$ cat src/form_field_extract_decode_defines.svh
// assertion macros for the form field extractor, used by the result register
`ifndef FORM_FIELD_EXTRACT_DECODE_DEFINES_SVH
`define FORM_FIELD_EXTRACT_DECODE_DEFINES_SVH
`ifndef SYNTHESIS
// plain property checked on every rising clock edge out of reset
`define FFX_ASSERT(label, prop, msg) \
    label: assert property (@(posedge clk) disable iff (!rst_n) prop) else $error(msg);
// same-cycle implication
`define FFX_ASSERT_IMPL(label, ante, cons, msg) \
    label: assert property (@(posedge clk) disable iff (!rst_n) (ante) |-> (cons)) \
        else $error(msg);
`else
`define FFX_ASSERT(label, prop, msg)
`define FFX_ASSERT_IMPL(label, ante, cons, msg)
`endif
`endif

$ cat src/ffx_pkg.sv
// shared types, constants and helpers for the form field extractor
`default_nettype none
package ffx_pkg;

    localparam int NAME_BYTES = 8;
    localparam int NAME_W     = 8 * NAME_BYTES;
    localparam int MAX_EMIT   = 3;

    localparam logic [7:0] CH_PLUS    = 8'h2B;
    localparam logic [7:0] CH_PERCENT = 8'h25;
    localparam logic [7:0] CH_AMP     = 8'h26;
    localparam logic [7:0] CH_EQ      = 8'h3D;
    localparam logic [7:0] CH_SPACE   = 8'h20;
    localparam logic [7:0] CH_NUL     = 8'h00;

    // configuration register indexes
    localparam logic [1:0] CFG_FIELD_NAME  = 2'd0;
    localparam logic [1:0] CFG_NAME_LENGTH = 2'd1;
    localparam logic [1:0] CFG_VALUE_LIMIT = 2'd2;

    localparam logic [63:0] RST_FIELD_NAME  = 64'h0;
    localparam logic [3:0]  RST_NAME_LENGTH = 4'd4;
    localparam logic [7:0]  RST_VALUE_LIMIT = 8'd32;

    typedef enum logic [1:0] {
        PH_MATCH = 2'd0,
        PH_SKIP  = 2'd1,
        PH_VALUE = 2'd2,
        PH_DONE  = 2'd3
    } phase_t;

    // up to three decoded bytes produced by one item
    typedef struct packed {
        logic [1:0]                  cnt;
        logic [MAX_EMIT-1:0][7:0]    data;
    } emit_list_t;

    // everything one body byte produces
    typedef struct packed {
        emit_list_t el;
        logic       found;
        logic       done;
    } step_res_t;

    typedef struct packed {
        logic [7:0] out_byte;
        logic       byte_valid;
        logic       run_last;
    } out_entry_t;

    function automatic emit_list_t emit_push(emit_list_t l, logic [7:0] v);
        emit_list_t r;
        r = l;
        if (l.cnt != 2'(MAX_EMIT))
        begin
            r.data[l.cnt] = v;
            r.cnt         = l.cnt + 2'd1;
        end
        return r;
    endfunction

endpackage
`default_nettype wire

$ cat src/ffx_parse.sv
// per-byte parser: key match, value window and url decode in one pass
`default_nettype none
module ffx_parse (
    input  wire logic                      clk,
    input  wire logic                      rst_n,
    input  wire logic [ffx_pkg::NAME_W-1:0] field_name,
    input  wire logic [3:0]                name_length,
    input  wire logic [7:0]                value_limit,
    input  wire logic [7:0]                body_byte,
    input  wire logic                      body_end,
    input  wire logic                      load,
    output ffx_pkg::step_res_t             res
);
    import ffx_pkg::*;

    typedef struct packed {
        logic [1:0] pc;
        logic [7:0] pd;
        emit_list_t el;
    } dec_t;

    phase_t     phase_reg, phase_next, phase_step;
    logic [3:0] kp_reg, kp_next, kp_step;
    logic [7:0] rc_reg, rc_next, rc_step;
    logic [1:0] pc_reg, pc_next;
    logic [7:0] pd_reg, pd_next;
    logic       found_reg, found_next, found_step;
    logic [3:0] name_len;
    logic       ended;
    dec_t       dec;

    function automatic logic is_hex(logic [7:0] c);
        return (c >= "0" && c <= "9") || (c >= "a" && c <= "f") || (c >= "A" && c <= "F");
    endfunction

    function automatic logic [3:0] hex_val(logic [7:0] c);
        logic [7:0] v;
        if (c >= "0" && c <= "9")
            v = c - "0";
        else if (c >= "a" && c <= "f")
            v = c - "a" + 8'd10;
        else if (c >= "A" && c <= "F")
            v = c - "A" + 8'd10;
        else
            v = 8'h00;
        return v[3:0];
    endfunction

    function automatic dec_t dec_flush(dec_t d);
        dec_t r;
        r = d;
        if (d.pc != 2'd0)
            r.el = emit_push(r.el, CH_PERCENT);
        if (d.pc == 2'd2)
            r.el = emit_push(r.el, d.pd);
        r.pc = 2'd0;
        r.pd = CH_NUL;
        return r;
    endfunction

    function automatic dec_t dec_fresh(dec_t d, logic [7:0] b);
        dec_t r;
        r = d;
        if (b == CH_PERCENT)
            r.pc = 2'd1;
        else if (b == CH_PLUS)
            r.el = emit_push(r.el, CH_SPACE);
        else
            r.el = emit_push(r.el, b);
        return r;
    endfunction

    function automatic dec_t dec_byte(dec_t d, logic [7:0] b);
        dec_t r;
        r = d;
        priority if (d.pc == 2'd0)
        begin
            r = dec_fresh(d, b);
        end
        else if (d.pc == 2'd1)
        begin
            if (is_hex(b))
            begin
                r.pc = 2'd2;
                r.pd = b;
            end
            else
            begin
                r.pc = 2'd0;
                r.el = emit_push(r.el, CH_PERCENT);
                r    = dec_fresh(r, b);
            end
        end
        else
        begin
            if (is_hex(b))
            begin
                r.el = emit_push(r.el, {hex_val(d.pd), hex_val(b)});
                r.pc = 2'd0;
                r.pd = CH_NUL;
            end
            else
            begin
                r = dec_flush(d);
                r = dec_fresh(r, b);
            end
        end
        return r;
    endfunction

    assign name_len = (name_length > 4'(NAME_BYTES)) ? 4'(NAME_BYTES) : name_length;
    assign ended    = (body_byte == CH_NUL) || body_end;

    // one byte through the parser
    always_comb
    begin
        phase_step = phase_reg;
        kp_step    = kp_reg;
        rc_step    = rc_reg;
        found_step = found_reg;
        dec.pc     = pc_reg;
        dec.pd     = pd_reg;
        dec.el     = '0;
        if (body_byte != CH_NUL)
        begin
            unique case (phase_reg)
                PH_MATCH:
                begin
                    if (body_byte == CH_AMP)
                    begin
                        kp_step = 4'd0;
                    end
                    else if (body_byte == CH_EQ)
                    begin
                        if (kp_reg == name_len)
                        begin
                            found_step = 1'b1;
                            rc_step    = 8'd0;
                            dec.pc     = 2'd0;
                            dec.pd     = CH_NUL;
                            phase_step = (value_limit == 8'd0) ? PH_DONE : PH_VALUE;
                        end
                        else
                        begin
                            phase_step = PH_SKIP;
                        end
                    end
                    else if (kp_reg < name_len && kp_reg < 4'(NAME_BYTES) &&
                             body_byte == field_name[{kp_reg[2:0], 3'b000} +: 8])
                    begin
                        kp_step = kp_reg + 4'd1;
                    end
                    else
                    begin
                        phase_step = PH_SKIP;
                    end
                end
                PH_SKIP:
                begin
                    if (body_byte == CH_AMP)
                    begin
                        phase_step = PH_MATCH;
                        kp_step    = 4'd0;
                    end
                end
                PH_VALUE:
                begin
                    if (body_byte == CH_AMP)
                    begin
                        dec        = dec_flush(dec);
                        phase_step = PH_DONE;
                    end
                    else
                    begin
                        rc_step = rc_reg + 8'd1;
                        dec     = dec_byte(dec, body_byte);
                        // last kept byte closes the value
                        if (rc_step >= value_limit)
                        begin
                            dec        = dec_flush(dec);
                            phase_step = PH_DONE;
                        end
                    end
                end
                PH_DONE:
                begin
                end
                default:
                begin
                end
            endcase
        end
        if (ended && phase_step == PH_VALUE)
        begin
            dec        = dec_flush(dec);
            phase_step = PH_DONE;
        end
    end

    // end of body returns the parser to its reset state
    always_comb
    begin
        if (ended)
        begin
            phase_next = PH_MATCH;
            kp_next    = 4'd0;
            rc_next    = 8'd0;
            pc_next    = 2'd0;
            pd_next    = CH_NUL;
            found_next = 1'b0;
        end
        else
        begin
            phase_next = phase_step;
            kp_next    = kp_step;
            rc_next    = rc_step;
            pc_next    = dec.pc;
            pd_next    = dec.pd;
            found_next = found_step;
        end
    end

    always_comb
    begin
        res.el    = dec.el;
        res.found = found_step;
        res.done  = (phase_step == PH_DONE) || ended;
    end

    always_ff @(posedge clk or negedge rst_n)
    begin
        if (!rst_n)
        begin
            phase_reg <= PH_MATCH;
            kp_reg    <= 4'd0;
            rc_reg    <= 8'd0;
            pc_reg    <= 2'd0;
            pd_reg    <= CH_NUL;
            found_reg <= 1'b0;
        end
        else if (load)
        begin
            phase_reg <= phase_next;
            kp_reg    <= kp_next;
            rc_reg    <= rc_next;
            pc_reg    <= pc_next;
            pd_reg    <= pd_next;
            found_reg <= found_next;
        end
    end

endmodule
`default_nettype wire

$ cat src/ffx_outbuf.sv
// result register: holds the one to three results of an item and drains them
`default_nettype none
`include "form_field_extract_decode_defines.svh"
module ffx_outbuf (
    input  wire logic          clk,
    input  wire logic          rst_n,
    input  wire ffx_pkg::step_res_t res,
    input  wire logic          in_valid,
    output logic               in_ready,
    output logic               load,
    output logic               out_valid,
    input  wire logic          out_ready,
    output logic [7:0]         out_byte,
    output logic               byte_valid,
    output logic               field_found,
    output logic               run_last,
    output logic               body_done
);
    import ffx_pkg::*;

    out_entry_t                slot_reg [MAX_EMIT];
    out_entry_t                slot_next [MAX_EMIT];
    logic [1:0]                cnt_reg, cnt_next;
    logic                      found_reg, done_reg;
    logic [1:0]                n_res;
    logic                      out_fire;

    assign out_fire = out_valid && out_ready;
    // take a new item once the last held result leaves
    assign in_ready = (cnt_reg == 2'd0) || (cnt_reg == 2'd1 && out_ready);
    assign load     = in_valid && in_ready;
    assign n_res    = (res.el.cnt == 2'd0) ? 2'd1 : res.el.cnt;

    always_comb
    begin
        for (int k = 0; k < MAX_EMIT; k++)
        begin
            slot_next[k].byte_valid = 2'(k) < res.el.cnt;
            slot_next[k].out_byte   = (2'(k) < res.el.cnt) ? res.el.data[k] : 8'h00;
            slot_next[k].run_last   = 2'(k) == n_res - 2'd1;
        end
    end

    always_comb
    begin
        if (load)
            cnt_next = n_res;
        else if (out_fire)
            cnt_next = cnt_reg - 2'd1;
        else
            cnt_next = cnt_reg;
    end

    always_ff @(posedge clk or negedge rst_n)
    begin
        if (!rst_n)
            cnt_reg <= 2'd0;
        else
            cnt_reg <= cnt_next;
    end

    always_ff @(posedge clk)
    begin
        if (load)
        begin
            for (int k = 0; k < MAX_EMIT; k++)
                slot_reg[k] <= slot_next[k];
            found_reg <= res.found;
            done_reg  <= res.done;
        end
        else if (out_fire)
        begin
            for (int k = 0; k < MAX_EMIT - 1; k++)
                slot_reg[k] <= slot_reg[k+1];
        end
    end

    assign out_valid   = cnt_reg != 2'd0;
    assign out_byte    = slot_reg[0].out_byte;
    assign byte_valid  = slot_reg[0].byte_valid;
    assign run_last    = slot_reg[0].run_last;
    assign field_found = found_reg;
    assign body_done   = done_reg;

    `FFX_ASSERT_IMPL(a_last_matches_count, out_valid,
        slot_reg[0].run_last == (cnt_reg == 2'd1), "run_last out of step with held count")
    `FFX_ASSERT_IMPL(a_status_alone, out_valid && !byte_valid, run_last,
        "status result followed by more results")
    `FFX_ASSERT(a_item_flags_hold,
        out_fire && !run_last |=> $stable(field_found) && $stable(body_done),
        "found or done changed inside one item")

endmodule
`default_nettype wire

$ cat src/form_field_extract_decode.sv
// top level of the urlencoded form field extractor
//
// body bytes enter on the in channel (body_byte, body_end), one per item.
// each item gives one to three results on the out channel: decoded value
// bytes of the first pair whose key equals field_name, or a single status
// result with byte_valid low. run_last marks the final result of an item.
// field_found and body_done repeat on every result of the item.
// a zero byte or body_end closes the body and clears the parse state.
// configuration: cfg_index selects field_name, name_length or value_limit;
// cfg_ready is always high; the user must write only while the block is
// idle, the block itself does not enforce it. a taken item's first result
// is registered and shown in the next cycle. throughput: one item per
// cycle while each item gives one result and out_ready is high; an item
// giving more results holds the out channel, and in_ready drops until its
// last result is leaving. on a stall, results hold in the result register
// and in_ready stays low. reset returns the parser to key matching and the
// registers to field_name 0, name_length 4, value_limit 32.
`default_nettype none
module form_field_extract_decode (
    input  wire logic        clk,
    input  wire logic        rst_n,
    input  wire logic        in_valid,
    output logic             in_ready,
    input  wire logic [7:0]  body_byte,
    input  wire logic        body_end,
    output logic             out_valid,
    input  wire logic        out_ready,
    output logic [7:0]       out_byte,
    output logic             byte_valid,
    output logic             field_found,
    output logic             run_last,
    output logic             body_done,
    input  wire logic        cfg_valid,
    output logic             cfg_ready,
    input  wire logic [1:0]  cfg_index,
    input  wire logic [63:0] cfg_data
);
    import ffx_pkg::*;

    logic [NAME_W-1:0] field_name_reg;
    logic [3:0]        name_length_reg;
    logic [7:0]        value_limit_reg;
    step_res_t         res;
    logic              load;

    assign cfg_ready = 1'b1;

    always_ff @(posedge clk or negedge rst_n)
    begin
        if (!rst_n)
        begin
            field_name_reg  <= RST_FIELD_NAME;
            name_length_reg <= RST_NAME_LENGTH;
            value_limit_reg <= RST_VALUE_LIMIT;
        end
        else if (cfg_valid && cfg_ready)
        begin
            unique case (cfg_index)
                CFG_FIELD_NAME:  field_name_reg  <= cfg_data[NAME_W-1:0];
                CFG_NAME_LENGTH: name_length_reg <= cfg_data[3:0];
                CFG_VALUE_LIMIT: value_limit_reg <= cfg_data[7:0];
                default:
                begin
                end
            endcase
        end
    end

    ffx_parse u_parse (
        .clk         (clk),
        .rst_n       (rst_n),
        .field_name  (field_name_reg),
        .name_length (name_length_reg),
        .value_limit (value_limit_reg),
        .body_byte   (body_byte),
        .body_end    (body_end),
        .load        (load),
        .res         (res)
    );

    ffx_outbuf u_outbuf (
        .clk         (clk),
        .rst_n       (rst_n),
        .res         (res),
        .in_valid    (in_valid),
        .in_ready    (in_ready),
        .load        (load),
        .out_valid   (out_valid),
        .out_ready   (out_ready),
        .out_byte    (out_byte),
        .byte_valid  (byte_valid),
        .field_found (field_found),
        .run_last    (run_last),
        .body_done   (body_done)
    );

endmodule
`default_nettype wire
$ cat config.mk
export PLATFORM = sky130hd
export DESIGN_NAME = form_field_extract_decode
export DESIGN_NICKNAME = d
export VERILOG_FILES = /design/src/ffx_pkg.sv /design/src/ffx_parse.sv /design/src/ffx_outbuf.sv /design/src/form_field_extract_decode.sv
export VERILOG_INCLUDE_DIRS = /design/src /design/src/src
export SDC_FILE = /design/constraint.sdc
export NUM_CORES = 1
export LEC_CHECK = 0
export BUFFER_PORTS_ARGS = -buffer_cell sky130_fd_sc_hd__buf_2
export CORE_MARGIN = 2
export CORE_UTILIZATION = 42
export DETAILED_ROUTE_END_ITERATION = 8
export MAX_ROUTING_LAYER = met4
export PLACE_DENSITY_LB_ADDON = 0.1
export SLEW_MARGIN = 5
export SYNTH_ARGS = -nofsm -noshare
export SYNTH_HDL_FRONTEND = slang
export SYNTH_SLANG_ARGS = --single-unit
$ cat constraint.sdc
create_clock -name clk -period 7.2 [get_ports clk]
set_clock_uncertainty 0.2 [all_clocks]
set_input_delay 0.72 -clock clk [delete_from_list [all_inputs] [get_ports clk]]
set_output_delay 0.72 -clock clk [all_outputs]
set_load 0.1 [all_outputs]
## Word level (Yosys, flattened, before mapping)

Memories as Yosys holds them, arrays and structs flattened.
Index checks and enable logic that the tools add are counted.
Widths: inputs -> output; s select.

- Logic and storage cells: 316
- Flip-flop bits (word level): 105
- Input port bits: 80
- Memories kept: 1
- Bits in writable memories: 30
- Bits in latches: 0
- Bits in read-only memories: 0

Memories:

| name | words | bits a word | read ports | clocked after Yosys merged registers in | wr ports | line | RTL |
|---|---|---|---|---|---|---|---|
| u_outbuf.slot_reg | 3 | 10 | 3 | 0 | 3 | ffx_outbuf.sv:21 | `out_entry_t slot_reg [MAX_EMIT];` |

- Equality and inequality tests: 34
- Multiplexer cells: 150
- Bitwise gates (word level): 14
- Divide/modulo/power cells: 0
- Multipliers: 0
- $add $sub $neg: 22
- Order comparisons: 35
- Reductions and logical operators: 47
- Shift operators: 1

Operators by type and width:

| cell | number |
|---|---|
| $mux 26 | 43 |
| $mux 36 | 10 |
| $mux 8 | 25 |
| $bwmux 24 | 6 |
| $demux 8 s2 | 8 |
| $shiftx 64x7->8 | 1 |
| $mux 10 | 6 |
| $mux 4 | 13 |
| $mux 2 | 21 |
| $not 21->21 | 2 |
| $eq 8x6->1 const B | 4 |
| $ge 8x7->1 const B | 4 |
| $le 8x7->1 const B | 4 |
| $and 15x15->15 | 2 |
| $not 15->15 | 2 |
| $mux 25 | 1 |
| $lt 2x3->1 const B | 8 |
| $sub 4x1->4 const B | 6 |
| $and 21x21->21 | 1 |
| $and 7x21->21 | 1 |
| $logic_and 1x1->1 | 20 |
| $pmux 10 s2 | 1 |
| $or 9x9->9 | 2 |
| $add 2x1->2 const B | 8 |
| 40 further kinds | 104 |

## Depth between registers and ports, before layout

- Word-level depth: 83
- Gate-level depth with buffers: 14
- Gate-level depth less buffers: 13

## Modules after synthesis

Synthesis repeated with hierarchy kept, for this count alone.

- Cell total of the unflattened synthesis: 793
- Area, all modules: 8,575.7 sq um

Modules (own cells, without submodules):

| module | times used | sequential area each (sq um) | cells an instance | area each (sq um) |
|---|---|---|---|---|
| ffx_parse | 1 | 625.6 | 497 | 3,821.2 |
| form_field_extract_decode | 1 | 1,904.3 | 164 | 3,155.5 |
| ffx_outbuf | 1 | 980.9 | 132 | 1,599.0 |

## Worst setup path before layout

No wires, ideal clock.

- Path kind: reg2reg
- From: register u_outbuf.cnt_reg[0]
- To: register u_parse.phase_reg[0]
- Setup slack: 3.627 ns
- Arrival time: 3.216 ns
- Cell stages (with the launch flop): 10
- Path through: dfrtp_1 -> inv_1 -> ha_1 -> inv_1 -> nand2_1 -> nand2_1 -> inv_1 -> clkbuf_1 -> o21ai_0 -> a21oi_1

- Longest elaborated chain between the ends: 4
- Elaborated cells between the ends (all ways): 5
- Those cells by class: eq/ne: 1; reduce/logical: 4

RTL lines:

| element | line | RTL |
|---|---|---|
| from (decl) | ffx_outbuf.sv:23 | `logic [1:0] cnt_reg, cnt_next;` |
| from (signal assigned) | ffx_outbuf.sv:59 | `cnt_reg <= cnt_next;` |
| $eq 2x1->1 | ffx_outbuf.sv:30 | `assign in_ready = (cnt_reg == 2'd0) \|\| (cnt_reg == 2'd1 && out_ready);` |
| $logic_and 1x1->1 | ffx_outbuf.sv:30 |  |
| $logic_or 1x1->1 (*) | ffx_outbuf.sv:30 |  |
| via in_ready | form_field_extract_decode.sv:23 | `output logic in_ready,` |
| $logic_and 1x1->1 (*) | ffx_outbuf.sv:31 | `assign load = in_valid && in_ready;` |
| via load | form_field_extract_decode.sv:44 | `logic load;` |
| to (signal assigned) | ffx_parse.sv:243 | `phase_reg <= phase_next;` |
| to (decl) | ffx_parse.sv:22 | `phase_t phase_reg, phase_next, phase_step;` |

Mark *: on every way through the listed nets, which the timed path passes. The rest lies on a longest branch.
A chain may end at the register's enable or synchronous reset.

==> out/qor.yml <==
status:
  status: "finished clean"
pwr:
  net_switching_power_uw: 1050
  power.density_nw_per_um2: 313
  pwr-share-seq_pct: 37.4
  power_frac_comb_pct: 31.3
  power.internal_uw: 1750
  max-vdd-ir-drop_mv: 0.171
  static-leakage-power_uw: 0.00377
  sw_frac_of_total_pct: 37.4
  pwr-share-clk_pct: 31.2
global_route:
  grt_use_total_pct: 25.0
  grt_start_max_net_pins: 65
  vias_in_the_first_global_route: 6429
  grt_pass1_wl_um: 36500
  antenna_found_initial: 0
  grt_overflow_total: 0
floorplan:
  start_util_pct: 43.1
  die-height_um: 140
  design.portCount: 95
  fp.coreArea_um2: 18100
  die_width_um: 140
  rows: 49
  floorplan.die_area_um2: 19700
setup_path:
  required_ns: 7.15
  worst_ep_arrival_time_ns: 4.28
  cp.buffers_inverters: 1
  crit_fanout: 11
  r2r_start: "u_parse.rc_reg[0]"
  crit-reg2reg-capture: "u_outbuf.slot_reg[0][5]"
  worst_setup_path_start_kind: "input pin"
  cp-end-kind: "flop"
  crit_slowest_cell: "nor2_1"
  timing.reg2reg.setup_slack_ns: 2.90
  critical_path.cell_chain: "buf_2, or4b_4, nor2_1, nor2_1, a32oi_1, a21o_1, a21oi_2, a221oi_1, o31ai_1"
  critical-path-top-delay-family: "simple AND/OR/NAND/NOR gates"
  critical-path-max-stage-delay_ns: 0.87
  worst-setup-path-type: "input pin to flop"
  r2r_cells: 13
  cp_common_cell: "nor2_1"
synthesis:
  ys_top_cells_by_count: "101 x dfrtp_1, 81 x mux2_2, 64 x nand2_1"
  yosysTopAreaCell: "dfrtp_1"
  synthTopCellsByArea: "dfrtp_1 32%, edfxtp_1 12%, mux2_2 12%"
  synth-warning-count: 0
  synth_seq_cells: 134
  yosysTopAreaCellShare_pct: 32.4
  number_of_flops_mapped_to_enable_cells_by_yosys: 31
  synth-async-reset-ratio_pct: 76.9
  yosysMostFrequentCell: "dfrtp_1"
  netlist_instances: 715
  yosys_cell_types: 77
  mappedNetlistNets: 819
  yosys_most_used_dff: "dfrtp_1"
  synth_sequential_area_ratio_pct: 45.0
  synth.avg_cell_area_um2: 10.9
  synth.cell_area_um2: 7800
timing:
  maxClockFrequency_mhz: 231
  grt_setup_unrepaired: "false"
  min_period_ns: 4.33
  worst_slew_margin_rel_pct: 26.1
  final_max_slew_viol_count: 0
  worst-slew-pin-transition_ns: 1.11
  layout_worst_path_cycle_share_pct: 60.1
  finalSetupViolCount: 0
  hold_viol: 0
  final_tns_setup_ns: 0
cells_and_area:
  multi_input_comb_area_um2: 3960
  seq_area_um2: 3510
  layout-drive-gt1-share_pct: 30.7
  antenna_cells: 0
  area_growth_pct: 14.8
  final_design_utilization_pct: 49.5
  filler_cell_count: 1669
  postLayoutCellArea_um2: 8950
  nets: 889
  largest_register_ffs: 64
drt:
  antenna_left: 0
  drc: 0
  post_drt_via_cell_ratio: 6.00
  vias: 6161
  avgRoutedWirePerCell_um: 22.2
  finalWirelength_um: 22800
  drt-pass1-iter-count: 6
  drt_first_iter_violations: 492
place:
  number_of_buffers_inserted_by_port_buffering: 93
  dp.final_hpwl_um: 16700
  gp_congestion: 0.938
  place_area_um2: 8360
clock_network:
  cts_tree: "done"
  cts.reportedPaths.clkPinSlew_ns: 0.06
  insertion_delay_ns: 0.43
  postCtsResizedCells: 0
  cts_setup_buffers: 0
  sinks_on_the_clock_net: 134
  cts.hold.buffers_added: 0
  tritoncts.num_buffers: 17
  clock-root-buffer: "clkbuf_16"
  max_root_sink_buffers: 2
  htree_levels: 4
min_path:
  worstHoldPathType: "input pin to async pin"
job:
  drv_cap: 0
## cell families (layout without fill, tap and decap cells)
kind of cell	Yosys count	count (layout)	synth area share [%]
multiplexers	105	105	16.9
AND/OR/NAND/NOR	185	185	11.7
XOR/XNOR	18	18	2.02
other	1	1	0.0481
AO/OA/AOI/OAI	177	177	16.3
flip-flops	134	134	45.0
adder cells (fa/ha/maj)	24	24	3.85
buffers and inverters	71	154	4.22
## cell type report
class,instances,share of cell area (%)
multi-input cells,510,44.3
flip-flops and latches,134,39.2
repair buffers,100,5.81
clock buffers,17,4.75
well taps,229,3.20
clock inverters,15,1.83
inverters,22,0.922
## layer usage
| metal | track usage [%] | vias to the layer above | wire (um) |
|---|---|---|---|
| met5 | - | - | 0 |
| met2 | 38.7 | 215 | 11000 |
| li1 | - | 2806 | - |
| met3 | 5.20 | 50 | 1170 |
| met1 | 32.7 | 3090 | 9930 |
| met4 | 9.36 | 0 | 607 |
## power by group through the flow
stage	Combinational (uW)	Sequential [uW]	Clock [uW]
2_1_floorplan	683	1070	0
3_3_place_gp	879	1060	0
3_5_place_dp	888	1070	0
4_1_cts	891	1050	890
5_1_grt	950	1070	923
6_report	877	1050	876
## layout by cell type (no fill, tap or decap), types with 5 or more instances in the layout
master,n
and3_1,6
buf_4,8
nor2b_1,11
buf_2,92
edfxtp_1,31
ha_1,24
a21o_1,10
o21ai_0,38
nand2b_1,8
a22oi_1,5
a21oi_1,32
a31oi_1,6
o211ai_1,7
nor2_1,42
a32oi_1,8
inv_1,21
mux2_2,81
o22ai_1,5
nand2_1,64
clkbuf_16,17
mux4_2,13
nor3_1,11
xnor2_1,13
nand3_1,10
mux2i_1,11
xor2_1,5
and2_1,7
nor4_1,5
dfrtp_1,101
a22o_1,14
## through the flow
stage                     power (uW)  hold slack [ns]  worst slack [ns]  std cells
after floorplan                 1750            0.224              3.63        715
after global placement          1940            0.285              2.43        995
after detailed placement        1960            0.288              2.51        995
after CTS                       2830            0.176              2.93       1027
after global routing            2950            0.207              2.61       1027
final                           2800            0.143              2.87       1027
## worst max path at each step
stage / startpoint / to / slack (ns) / depth (start not counted)
2_1_floorplan: u_outbuf.cnt_reg[0] / u_parse.phase_reg[0] / 3.63 / 9
3_5_place_dp: body_byte[5] / u_outbuf.slot_reg[0][14] / 2.51 / 9
3_3_place_gp: body_byte[5] / u_outbuf.slot_reg[0][14] / 2.43 / 9
5_1_grt: u_parse.rc_reg[0] / u_outbuf.slot_reg[0][5] / 2.61 / 13
6_report: body_byte[5] / u_outbuf.slot_reg[0][14] / 2.87 / 9
4_1_cts: u_parse.rc_reg[0] / u_outbuf.slot_reg[0][9] / 2.93 / 13
Note: power is estimated with default switching activity, not from simulation.
